File: src/rc4s_pkg.sv
// Shared types and constants for the RC4 stream cipher block.
package rc4s_pkg;

  localparam int unsigned BYTE_W        = 8;
  localparam int unsigned PERM_DEPTH    = 256;
  localparam int unsigned ADDR_W        = 8;
  localparam int unsigned KEY_W         = 64;
  localparam int unsigned LEN_W         = 5;
  localparam int unsigned KIDX_W        = 4;
  localparam int unsigned DROP_W        = 11;
  localparam int unsigned CFG_IDX_W     = 8;

  localparam logic [LEN_W-1:0]  MAX_KEY_BYTES = 5'd16;
  localparam logic [DROP_W-1:0] DROP_LIMIT    = 11'd1024;
  localparam logic [ADDR_W-1:0] LAST_ENTRY    = 8'd255;

  localparam logic [CFG_IDX_W-1:0] REG_KEY_LOW    = 8'd0;
  localparam logic [CFG_IDX_W-1:0] REG_KEY_HIGH   = 8'd1;
  localparam logic [CFG_IDX_W-1:0] REG_KEY_BYTES  = 8'd2;
  localparam logic [CFG_IDX_W-1:0] REG_DROP_COUNT = 8'd3;

  localparam logic [LEN_W-1:0]  KEY_BYTES_RST  = 5'd16;
  localparam logic [DROP_W-1:0] DROP_COUNT_RST = 11'd256;

  typedef struct packed {
    logic [KEY_W-1:0]  key_low;
    logic [KEY_W-1:0]  key_high;
    logic [LEN_W-1:0]  key_bytes;
    logic [DROP_W-1:0] drop_count;
  } cfg_t;

  typedef enum logic [3:0] {
    ST_CLEAR,
    ST_IDLE,
    ST_FILL,
    ST_KRD_N,
    ST_KRD_J,
    ST_KWR_N,
    ST_KWR_J,
    ST_GRD_I,
    ST_GRD_J,
    ST_GSWAP,
    ST_GFIN,
    ST_RESP
  } state_t;

endpackage

File: src/rc4s_ram.sv
// Generic single-write, single-read synchronous RAM with registered read data.
module rc4s_ram #(
  parameter int unsigned WIDTH = 8,
  parameter int unsigned DEPTH = 256
) (
  input  logic                     clk,
  input  logic                     we,
  input  logic [$clog2(DEPTH)-1:0] waddr,
  input  logic [WIDTH-1:0]         wdata,
  input  logic [$clog2(DEPTH)-1:0] raddr,
  output logic [WIDTH-1:0]         rdata
);

  logic [WIDTH-1:0] mem [DEPTH];

  always_ff @(posedge clk) begin
    if (we) begin
      mem[waddr] <= wdata;
    end
    rdata <= mem[raddr];
  end

endmodule

File: src/rc4s_cfg.sv
// Configuration register file for the RC4 stream cipher block.
module rc4s_cfg (
  input  logic                            clk,
  input  logic                            rst_n,
  input  logic                            cfg_valid,
  input  logic                            cfg_ready,
  input  logic [rc4s_pkg::CFG_IDX_W-1:0]  cfg_index,
  input  logic [rc4s_pkg::KEY_W-1:0]      cfg_data,
  output rc4s_pkg::cfg_t                  cfg
);

  rc4s_pkg::cfg_t cfg_r;
  rc4s_pkg::cfg_t cfg_nxt;

  always_comb begin
    cfg_nxt = cfg_r;
    if (cfg_valid && cfg_ready) begin
      unique case (cfg_index)
        rc4s_pkg::REG_KEY_LOW:    cfg_nxt.key_low    = cfg_data;
        rc4s_pkg::REG_KEY_HIGH:   cfg_nxt.key_high   = cfg_data;
        rc4s_pkg::REG_KEY_BYTES:  cfg_nxt.key_bytes  = cfg_data[rc4s_pkg::LEN_W-1:0];
        rc4s_pkg::REG_DROP_COUNT: cfg_nxt.drop_count = cfg_data[rc4s_pkg::DROP_W-1:0];
        default: cfg_nxt = cfg_r;
      endcase
    end
  end

  always_ff @(posedge clk) begin
    if (!rst_n) begin
      cfg_r.key_low    <= '0;
      cfg_r.key_high   <= '0;
      cfg_r.key_bytes  <= rc4s_pkg::KEY_BYTES_RST;
      cfg_r.drop_count <= rc4s_pkg::DROP_COUNT_RST;
    end else begin
      cfg_r <= cfg_nxt;
    end
  end

  assign cfg = cfg_r;

endmodule

File: src/rc4s_ctrl.sv
// Sequencer for clearing, key scheduling, keystream generation and result delivery.
module rc4s_ctrl (
  input  logic                          clk,
  input  logic                          rst_n,
  input  rc4s_pkg::cfg_t                cfg,
  input  logic                          in_tvalid,
  output logic                          in_tready,
  input  logic [rc4s_pkg::BYTE_W-1:0]   in_tdata,
  input  logic [0:0]                    in_tuser,
  output logic                          out_tvalid,
  input  logic                          out_tready,
  output logic [rc4s_pkg::BYTE_W-1:0]   out_tdata,
  output logic [0:0]                    out_tuser,
  output logic                          ram_we,
  output logic [rc4s_pkg::ADDR_W-1:0]   ram_waddr,
  output logic [rc4s_pkg::BYTE_W-1:0]   ram_wdata,
  output logic [rc4s_pkg::ADDR_W-1:0]   ram_raddr,
  input  logic [rc4s_pkg::BYTE_W-1:0]   ram_rdata
);

  rc4s_pkg::state_t state_r, state_nxt;

  logic [rc4s_pkg::ADDR_W-1:0] cnt_r, cnt_nxt;
  logic [rc4s_pkg::ADDR_W-1:0] i_r, i_nxt;
  logic [rc4s_pkg::ADDR_W-1:0] j_r, j_nxt;
  logic [rc4s_pkg::ADDR_W-1:0] t_r, t_nxt;
  logic [rc4s_pkg::BYTE_W-1:0] si_r, si_nxt;
  logic [rc4s_pkg::BYTE_W-1:0] sj_r, sj_nxt;
  logic [rc4s_pkg::KIDX_W-1:0] k_r, k_nxt;
  logic [rc4s_pkg::DROP_W-1:0] drop_r, drop_nxt;
  logic                        drop_mode_r, drop_mode_nxt;
  logic [rc4s_pkg::BYTE_W-1:0] din_r, din_nxt;
  logic [rc4s_pkg::BYTE_W-1:0] res_data_r, res_data_nxt;
  logic                        res_done_r, res_done_nxt;
  logic                        out_valid_r, out_valid_nxt;
  logic [rc4s_pkg::BYTE_W-1:0] out_data_r, out_data_nxt;
  logic                        out_done_r, out_done_nxt;

  logic [2*rc4s_pkg::KEY_W-1:0] key_vec;
  logic [rc4s_pkg::BYTE_W-1:0]  key_b;
  logic [rc4s_pkg::LEN_W-1:0]   len_eff;
  logic [rc4s_pkg::DROP_W-1:0]  drops_eff;
  logic [rc4s_pkg::ADDR_W-1:0]  ks;
  logic                         slot_free;
  logic                         fin_go;
  logic [rc4s_pkg::BYTE_W-1:0]  fin_data;
  logic                         fin_done;

  assign key_vec = {cfg.key_high, cfg.key_low};
  assign key_b   = key_vec[{k_r, 3'b000} +: rc4s_pkg::BYTE_W];

  assign len_eff = (cfg.key_bytes == '0) ? 5'd1 :
                   (cfg.key_bytes > rc4s_pkg::MAX_KEY_BYTES) ? rc4s_pkg::MAX_KEY_BYTES :
                   cfg.key_bytes;
  assign drops_eff = (cfg.drop_count > rc4s_pkg::DROP_LIMIT) ? rc4s_pkg::DROP_LIMIT :
                     cfg.drop_count;

  // The second swap write lands in the same cycle as the output read returns.
  assign ks = (t_r == j_r) ? si_r : (t_r == i_r) ? sj_r : ram_rdata;

  assign slot_free = !out_valid_r || out_tready;

  always_comb begin
    state_nxt     = state_r;
    cnt_nxt       = cnt_r;
    i_nxt         = i_r;
    j_nxt         = j_r;
    t_nxt         = t_r;
    si_nxt        = si_r;
    sj_nxt        = sj_r;
    k_nxt         = k_r;
    drop_nxt      = drop_r;
    drop_mode_nxt = drop_mode_r;
    din_nxt       = din_r;
    res_data_nxt  = res_data_r;
    res_done_nxt  = res_done_r;
    out_valid_nxt = out_valid_r && !out_tready;
    out_data_nxt  = out_data_r;
    out_done_nxt  = out_done_r;
    in_tready     = 1'b0;
    ram_we        = 1'b0;
    ram_waddr     = cnt_r;
    ram_wdata     = '0;
    ram_raddr     = cnt_r;
    fin_go        = 1'b0;
    fin_data      = '0;
    fin_done      = 1'b0;

    unique case (state_r)
      rc4s_pkg::ST_CLEAR: begin
        ram_we  = 1'b1;
        cnt_nxt = cnt_r + 8'd1;
        if (cnt_r == rc4s_pkg::LAST_ENTRY) begin
          state_nxt = rc4s_pkg::ST_IDLE;
        end
      end
      rc4s_pkg::ST_IDLE: begin
        in_tready = 1'b1;
        if (in_tvalid) begin
          din_nxt = in_tdata;
          if (in_tuser[0]) begin
            cnt_nxt   = '0;
            state_nxt = rc4s_pkg::ST_FILL;
          end else begin
            drop_mode_nxt = 1'b0;
            state_nxt     = rc4s_pkg::ST_GRD_I;
          end
        end
      end
      rc4s_pkg::ST_FILL: begin
        ram_we    = 1'b1;
        ram_wdata = cnt_r;
        cnt_nxt   = cnt_r + 8'd1;
        if (cnt_r == rc4s_pkg::LAST_ENTRY) begin
          j_nxt     = '0;
          k_nxt     = '0;
          state_nxt = rc4s_pkg::ST_KRD_N;
        end
      end
      rc4s_pkg::ST_KRD_N: begin
        ram_raddr = cnt_r;
        state_nxt = rc4s_pkg::ST_KRD_J;
      end
      rc4s_pkg::ST_KRD_J: begin
        si_nxt    = ram_rdata;
        j_nxt     = j_r + key_b + ram_rdata;
        ram_raddr = j_nxt;
        state_nxt = rc4s_pkg::ST_KWR_N;
      end
      rc4s_pkg::ST_KWR_N: begin
        ram_we    = 1'b1;
        ram_waddr = cnt_r;
        ram_wdata = ram_rdata;
        state_nxt = rc4s_pkg::ST_KWR_J;
      end
      rc4s_pkg::ST_KWR_J: begin
        ram_we    = 1'b1;
        ram_waddr = j_r;
        ram_wdata = si_r;
        cnt_nxt   = cnt_r + 8'd1;
        if ({1'b0, k_r} + 5'd1 >= len_eff) begin
          k_nxt = '0;
        end else begin
          k_nxt = k_r + 4'd1;
        end
        if (cnt_r == rc4s_pkg::LAST_ENTRY) begin
          i_nxt         = '0;
          j_nxt         = '0;
          drop_nxt      = drops_eff;
          drop_mode_nxt = 1'b1;
          if (drops_eff == '0) begin
            fin_go   = 1'b1;
            fin_done = 1'b1;
          end else begin
            state_nxt = rc4s_pkg::ST_GRD_I;
          end
        end else begin
          state_nxt = rc4s_pkg::ST_KRD_N;
        end
      end
      rc4s_pkg::ST_GRD_I: begin
        i_nxt     = i_r + 8'd1;
        ram_raddr = i_nxt;
        state_nxt = rc4s_pkg::ST_GRD_J;
      end
      rc4s_pkg::ST_GRD_J: begin
        si_nxt    = ram_rdata;
        j_nxt     = j_r + ram_rdata;
        ram_raddr = j_nxt;
        state_nxt = rc4s_pkg::ST_GSWAP;
      end
      rc4s_pkg::ST_GSWAP: begin
        sj_nxt    = ram_rdata;
        ram_we    = 1'b1;
        ram_waddr = i_r;
        ram_wdata = ram_rdata;
        t_nxt     = si_r + ram_rdata;
        ram_raddr = t_nxt;
        state_nxt = rc4s_pkg::ST_GFIN;
      end
      rc4s_pkg::ST_GFIN: begin
        ram_we    = 1'b1;
        ram_waddr = j_r;
        ram_wdata = si_r;
        if (drop_mode_r) begin
          drop_nxt = drop_r - 11'd1;
          if (drop_r == 11'd1) begin
            fin_go   = 1'b1;
            fin_done = 1'b1;
          end else begin
            state_nxt = rc4s_pkg::ST_GRD_I;
          end
        end else begin
          fin_go   = 1'b1;
          fin_data = din_r ^ ks;
        end
      end
      rc4s_pkg::ST_RESP: begin
        fin_go   = 1'b1;
        fin_data = res_data_r;
        fin_done = res_done_r;
      end
      default: state_nxt = rc4s_pkg::ST_IDLE;
    endcase

    if (fin_go) begin
      if (slot_free) begin
        out_valid_nxt = 1'b1;
        out_data_nxt  = fin_data;
        out_done_nxt  = fin_done;
        state_nxt     = rc4s_pkg::ST_IDLE;
      end else begin
        res_data_nxt = fin_data;
        res_done_nxt = fin_done;
        state_nxt    = rc4s_pkg::ST_RESP;
      end
    end
  end

  always_ff @(posedge clk) begin
    if (!rst_n) begin
      state_r     <= rc4s_pkg::ST_CLEAR;
      cnt_r       <= '0;
      i_r         <= '0;
      j_r         <= '0;
      k_r         <= '0;
      drop_r      <= '0;
      drop_mode_r <= 1'b0;
      out_valid_r <= 1'b0;
    end else begin
      state_r     <= state_nxt;
      cnt_r       <= cnt_nxt;
      i_r         <= i_nxt;
      j_r         <= j_nxt;
      k_r         <= k_nxt;
      drop_r      <= drop_nxt;
      drop_mode_r <= drop_mode_nxt;
      out_valid_r <= out_valid_nxt;
    end
  end

  always_ff @(posedge clk) begin
    t_r        <= t_nxt;
    si_r       <= si_nxt;
    sj_r       <= sj_nxt;
    din_r      <= din_nxt;
    res_data_r <= res_data_nxt;
    res_done_r <= res_done_nxt;
    out_data_r <= out_data_nxt;
    out_done_r <= out_done_nxt;
  end

  assign out_tvalid   = out_valid_r;
  assign out_tdata    = out_data_r;
  assign out_tuser[0] = out_done_r;

endmodule

File: src/rc4_stream_cipher_top.sv
// RC4 stream cipher with keystream drop after rekey: top level.
//
// The input stream carries one item per byte: tuser bit 0 selects rekey (1) or data (0),
// tdata holds the byte. Each item yields one result: tdata holds the byte XORed with the
// keystream byte (zero on rekey) and tuser bit 0 marks a rekey answer.
// The configuration channel writes the key words, the key length and the drop count;
// it is always ready; the user must write it only while the block is idle (unenforced).
// The permutation lives in one 256 x 8 RAM with one write and one read port, so every
// step is a sequence of dependent RAM accesses.
// A data item runs through the chain read i, read j, swap and output read through the
// single read port, and its result is registered in the output register; the block
// takes no new item until it is back in idle.
// A rekey item loads the identity permutation, runs key scheduling over every entry,
// then discards drop count keystream bytes, clamped to 1024; its result is registered
// in the output register after the last of these, and the block then returns to idle.
// After reset the block clears every RAM entry to zeros with in_tready low.
// One item is in work at a time. A result that the receiver does not take stays in the
// output register; a finished result behind it waits in a holding register until then.
module rc4_stream_cipher_top (
  input  logic                            clk,
  input  logic                            rst_n,
  input  logic                            in_tvalid,
  output logic                            in_tready,
  input  logic [7:0]                      in_tdata,   // [7:0] data_in
  input  logic [0:0]                      in_tuser,   // [0] action
  output logic                            out_tvalid,
  input  logic                            out_tready,
  output logic [7:0]                      out_tdata,  // [7:0] data_out
  output logic [0:0]                      out_tuser,  // [0] rekey_done
  input  logic                            cfg_valid,
  output logic                            cfg_ready,
  input  logic [rc4s_pkg::CFG_IDX_W-1:0]  cfg_index,
  input  logic [rc4s_pkg::KEY_W-1:0]      cfg_data
);

  rc4s_pkg::cfg_t                cfg;
  logic                          ram_we;
  logic [rc4s_pkg::ADDR_W-1:0]   ram_waddr;
  logic [rc4s_pkg::BYTE_W-1:0]   ram_wdata;
  logic [rc4s_pkg::ADDR_W-1:0]   ram_raddr;
  logic [rc4s_pkg::BYTE_W-1:0]   ram_rdata;

  assign cfg_ready = 1'b1;

  rc4s_cfg u_cfg (
    .clk       (clk),
    .rst_n     (rst_n),
    .cfg_valid (cfg_valid),
    .cfg_ready (cfg_ready),
    .cfg_index (cfg_index),
    .cfg_data  (cfg_data),
    .cfg       (cfg)
  );

  rc4s_ram #(
    .WIDTH (rc4s_pkg::BYTE_W),
    .DEPTH (rc4s_pkg::PERM_DEPTH)
  ) u_perm_ram (
    .clk   (clk),
    .we    (ram_we),
    .waddr (ram_waddr),
    .wdata (ram_wdata),
    .raddr (ram_raddr),
    .rdata (ram_rdata)
  );

  rc4s_ctrl u_ctrl (
    .clk        (clk),
    .rst_n      (rst_n),
    .cfg        (cfg),
    .in_tvalid  (in_tvalid),
    .in_tready  (in_tready),
    .in_tdata   (in_tdata),
    .in_tuser   (in_tuser),
    .out_tvalid (out_tvalid),
    .out_tready (out_tready),
    .out_tdata  (out_tdata),
    .out_tuser  (out_tuser),
    .ram_we     (ram_we),
    .ram_waddr  (ram_waddr),
    .ram_wdata  (ram_wdata),
    .ram_raddr  (ram_raddr),
    .ram_rdata  (ram_rdata)
  );

endmodule

File: config.mk
export PLATFORM = sky130hd
export DESIGN_NAME = rc4_stream_cipher_top
export DESIGN_NICKNAME = d
export VERILOG_FILES = /design/src/rc4s_pkg.sv /design/src/rc4s_ram.sv /design/src/rc4s_cfg.sv /design/src/rc4s_ctrl.sv /design/src/rc4_stream_cipher_top.sv
export SDC_FILE = /design/constraint.sdc
export NUM_CORES = 2
export LEC_CHECK = 0
export ABC_AREA = 1
export BUFFER_PORTS_ARGS = -buffer_cell sky130_fd_sc_hd__buf_4
export CORE_MARGIN = 3
export CORE_UTILIZATION = 40
export DETAILED_ROUTE_END_ITERATION = 12
export SYNTH_ARGS = -nofsm -noshare
export SYNTH_HDL_FRONTEND = slang
export SYNTH_SLANG_ARGS = --single-unit
File: constraint.sdc
create_clock -name clk -period 14.19 [get_ports clk]
set_clock_uncertainty 0.05 [all_clocks]
set_input_delay 0 -clock clk [delete_from_list [all_inputs] [get_ports clk]]
set_output_delay 0 -clock clk [all_outputs]
set_load 0.05 [all_outputs]
==> results by group <==
Run status
  • Run status: complete, no violations

Logic synthesis
  • Leading register cell type out of synthesis: sky130_fd_sc_hd__edfxtp_1
  • Async set-reset flop share out of synthesis: 0%
  • Commonest cells post-synth: 2615 x sky130_fd_sc_hd__nand2_1, 2098 x sky130_fd_sc_hd__edfxtp_1, 1597 x sky130_fd_sc_hd__nand3_1, 978 x sky130_fd_sc_hd__inv_1, 458 x sky130_fd_sc_hd__nor2_1
  • Portion of the post-synthesis area used by sequential elements: roughly two thirds
  • Main combinational cell family by area after synthesis: simple AND/OR/NAND/NOR gates
  • Share of cell area taken by muxes after synthesis: 0.200%
  • Synth top area cells: sky130_fd_sc_hd__edfxtp_1 63%, sky130_fd_sc_hd__nand2_1 9.8%, sky130_fd_sc_hd__nand3_1 8.0%
  • #FFs+latches synth: 2295
  • Cells after Synth: ~9700
  • Number of distinct library cell variants in the gate-level netlist after synthesis: between 50 and 60
  • Cell type contributing the most total cell area after synthesis: sky130_fd_sc_hd__edfxtp_1
  • Synthesized-area fraction occupied by ao, oa, aoi and oai cells: under 10%
  • Total number of yosys warnings: 0
  • Top cell type's share of synthesized area: 63.0%
  • Area of the mapped netlist: approximately 100000 sq um
  • Most instantiated library cell after synthesis: sky130_fd_sc_hd__nand2_1
  • XOR/XNOR Fraction of Synth Area: less than 1%
  • Synthesized area divided by synthesized cell count: between 10 and 15 sq um
  • Post-synthesis share of cell area spent on and, or, nand and nor gates: a little over a fifth
  • Synth Area in Adders: less than 1%
  • EDFF count, synth: around 2100
  • Nets in the synthesized netlist: between 9000 and 10000

Worst setup path
  • Depth of the worst register-to-register path: 24
  • Worst flop-to-flop path startpoint: u_ctrl.k_r[0]$_SDFFE_PN0P_
  • Highest net fanout along the worst path: 189
  • Worst setup SP type: register
  • Required time at the endpoint of the critical path: approximately 15 ns
  • Crit path from: u_ctrl.k_r[0]$_SDFFE_PN0P_
  • Critical path endpoint category: register
  • Start-to-end type of the worst setup path: reg2reg
  • Largest incremental delay on the critical path: ~0.82 ns
  • Cell repeated most along the worst path: sky130_fd_sc_hd__nand3_1
  • Critical path data arrival time: 8.74 ns
  • Worst path cell trace: buf_4 > mux2i_1 > o221ai_1 > o211ai_1 > nand2_1 > fa_1 > nand3_1 > nand2_1 > nor2_4 > buf_4 > nand2_8 > buf_12 > buf_4 > buf_12 > buf_4 > o21ai_0 > nand2_1 > nand3_1 > nand3_1 > nand3_1 > nand3_1 > nand3_1 > nand3_1 > nand2_1
  • Slowest cell on the critical path: sky130_fd_sc_hd__buf_4

Clock tree
  • CTS H-tree lvls: 4
  • TritonCTS clock tree: yes
  • Post-CTS Setup Inserts: 0
  • Worst-path clk slew: 0.07 ns
  • Number of buffers inserted for hold repair after clock tree synthesis: 169
  • Latest clock arrival within the worst-skew pair: around 0.89 ns
  • CTS buffer count: ~230
  • Count of cells resized by post-cts repair: 0
  • Bufs on Longest Clock Path: 3
  • Clock tree root buffer cell: sky130_fd_sc_hd__clkbuf_16
  • Clock sink count: approximately 2300

Timing
  • Number of endpoints with negative hold slack in the final report: 0
  • Max frequency: 0.124 GHz
  • RSZ-0062 raised after global routing: false
  • Slew headroom: a little under a tenth
  • Final count of negative-setup-slack endpoints: 0
  • Worst hold slack: between 0.08 and 0.09 ns
  • Slew at the pin with the worst max-slew slack: between 1 and 1.5 ns
  • Max-slew violations: 0
  • Total negative slack: 0 ns
  • Post-route fraction of the period consumed by the critical path: around 57%
  • Shortest period the worst path allows: between 8 and 9 ns

Detailed routing
  • Met3 wire length: roughly 26000 microns
  • Drt via density: 5.40
  • Total Wirelength: roughly 300000 microns
  • DRT Pass-1 Iters: 9
  • Number of remaining DRC errors: 0
  • Metal-1 WL: around 120000 microns
  • Average wire per cell in the routed design: around 23 microns
  • Final antenna-violating net count: 0
  • Vias: ~71000
  • Highest Signal Layer: met5
  • Met2 wire length: between 100000 and 150000 microns
  • Detailed router's first-iteration violation count: 8835

Place
  • Weighted congestion at the end of routability-driven global placement: around 0.9
  • Final HPWL DP: ~170000 microns
  • PortBufs: 96
  • Post-placement cell count: around 13000

Floorplanning
  • Starting density of the core: 40.5%
  • Full die area: 256000 sq um
  • Horizontal die dimension: just over 500 microns
  • Floorplan row count: between 150 and 200
  • Die Height: just over 500 microns
  • Floorplan core area: roughly 250000 sq um
  • Number of primary I/O pins: between 90 and 100

Final layout
  • Count of nets after finishing: around 9800
  • Non-Filler Instances: between 10000 and 15000
  • Fin util: 45.6%
  • Area growth from synthesis to layout: 12.8%
  • Layout cell share with drive strength beyond 1: 5.93%

Worst hold path
  • Path category of the worst min-delay check: in2reg
  • Cell count of the worst hold path: 4
  • Hold Path Origin: in_tvalid

Global route
  • Initial antenna violation count: 12
  • Total track usage: about 23%
  • Remaining Overflow, GRT: 0
  • Largest net degree at the start of global routing: between 200 and 250
  • Wire length of the first global-routing pass: between 400000 and 500000 microns
  • Via count of the first global-routing pass: 68306

Power and ir drop
  • Maximum ir drop on the vdd rail: 0.142 mV
  • PwrDens: ~130 nW/um^2
  • Pleak: roughly 43 nW

Run
  • Max_cap viols: 0
## state kept, by name, indices dropped and copies added (netlist names)
register	cells
u_ctrl.drop_mode_r	1
u_ctrl.out_tvalid	1
u_ctrl.out_tdata	8
u_ctrl.res_data_r	8
u_ctrl.k_r	4
u_ctrl.sj_r	8
u_ctrl.drop_r	11
u_ctrl.state_r	4
u_ctrl.t_r	8
u_perm_ram.mem	2048
u_ctrl.j_r	8
u_ctrl.cnt_r	8
u_cfg.cfg	144
u_ctrl.out_tuser	1
u_ctrl.i_r	8
u_perm_ram.rdata	8
u_ctrl.res_done_r	1
u_ctrl.din_r	8
u_ctrl.si_r	8
## per-layer routing
metal | GRT usage, % | up-vias
li1 | - | 32780
met1 | 31.0 | 34647
met2 | 35.4 | 3219
met3 | 4.34 | 586
met4 | 8.69 | 4
met5 | 0 | -
## worst paths after layout
path                                     to  slack [ns]
max             u_perm_ram.rdata[3]$_DFF_P_        6.16
min          u_ctrl.state_r[2]$_SDFFE_PN0P_        0.09
min reg2reg   u_ctrl.drop_r[1]$_SDFFE_PN0P_        0.44
max reg2reg     u_perm_ram.rdata[3]$_DFF_P_        6.16
## power by group
group	switching [mW]	internal [mW]	leakage (nW)
Sequential	0.0141	7.28	18.0
Clock	2.65	3.50	3.69
Combinational	0.725	0.301	21.8
Total	3.39	11.1	43.4
## cell type report
cell class,count,area (sq um)
flip-flops and latches,2295,66900
multi-input cells,5785,27100
diodes,3,7.51
clock buffers,289,6050
fillers,22743,134000
inverters,993,3740
repair buffers,370,3310
clock inverters,138,1530
well taps,3312,4140
## placed cells by master (no fill, tap or decap), types with 41 or more instances in the layout
cell type                          n
sky130_fd_sc_hd__nand3b_1        254
sky130_fd_sc_hd__clkbuf_16       232
sky130_fd_sc_hd__o21ai_0         323
sky130_fd_sc_hd__edfxtp_1       2098
sky130_fd_sc_hd__clkinv_1         52
sky130_fd_sc_hd__buf_4           192
sky130_fd_sc_hd__nor2_1          454
sky130_fd_sc_hd__nand2_1        2614
sky130_fd_sc_hd__clkinv_2         41
sky130_fd_sc_hd__dlygate4sd3_1   169
sky130_fd_sc_hd__inv_1           977
sky130_fd_sc_hd__nand3_1        1596
sky130_fd_sc_hd__a21oi_1         197
sky130_fd_sc_hd__clkbuf_1         53
sky130_fd_sc_hd__dfxtp_1         195
sky130_fd_sc_hd__o211ai_1        102
## per-stage QoR
stage	setup slack, ns	cell area, sq um	power (mW)
2_1_floorplan	4.24	100000	8.07
4_1_cts	6.41	113000	14.5
6_report	6.16	113000	14.5
5_1_grt	5.75	113000	14.9
3_5_place_dp	6.46	104000	8.42
3_3_place_gp	6.41	104000	8.42
## cells by family after synthesis
logic type      Yosys count
simple gates           4983
flops                  2295
xor+xnor                 32
mux                      20
compound gates          709
other cells               1
fa+ha+maj                40
buf+inv                1590
## critical path: cells and delay by family (launching register included)
| kind | cells | cell delay (ns) |
|---|---|---|
| multiplexers | 1 | 0.26 |
| flip-flops | 1 | 0.33 |
| adder cells (fa/ha/maj) | 1 | 0.50 |
| AO/OA/AOI/OAI | 3 | 0.46 |
| buffers and inverters | 6 | 3.79 |
| AND/OR/NAND/NOR | 13 | 2.06 |
No activity file was read; power rests on OpenSTA's default activity.
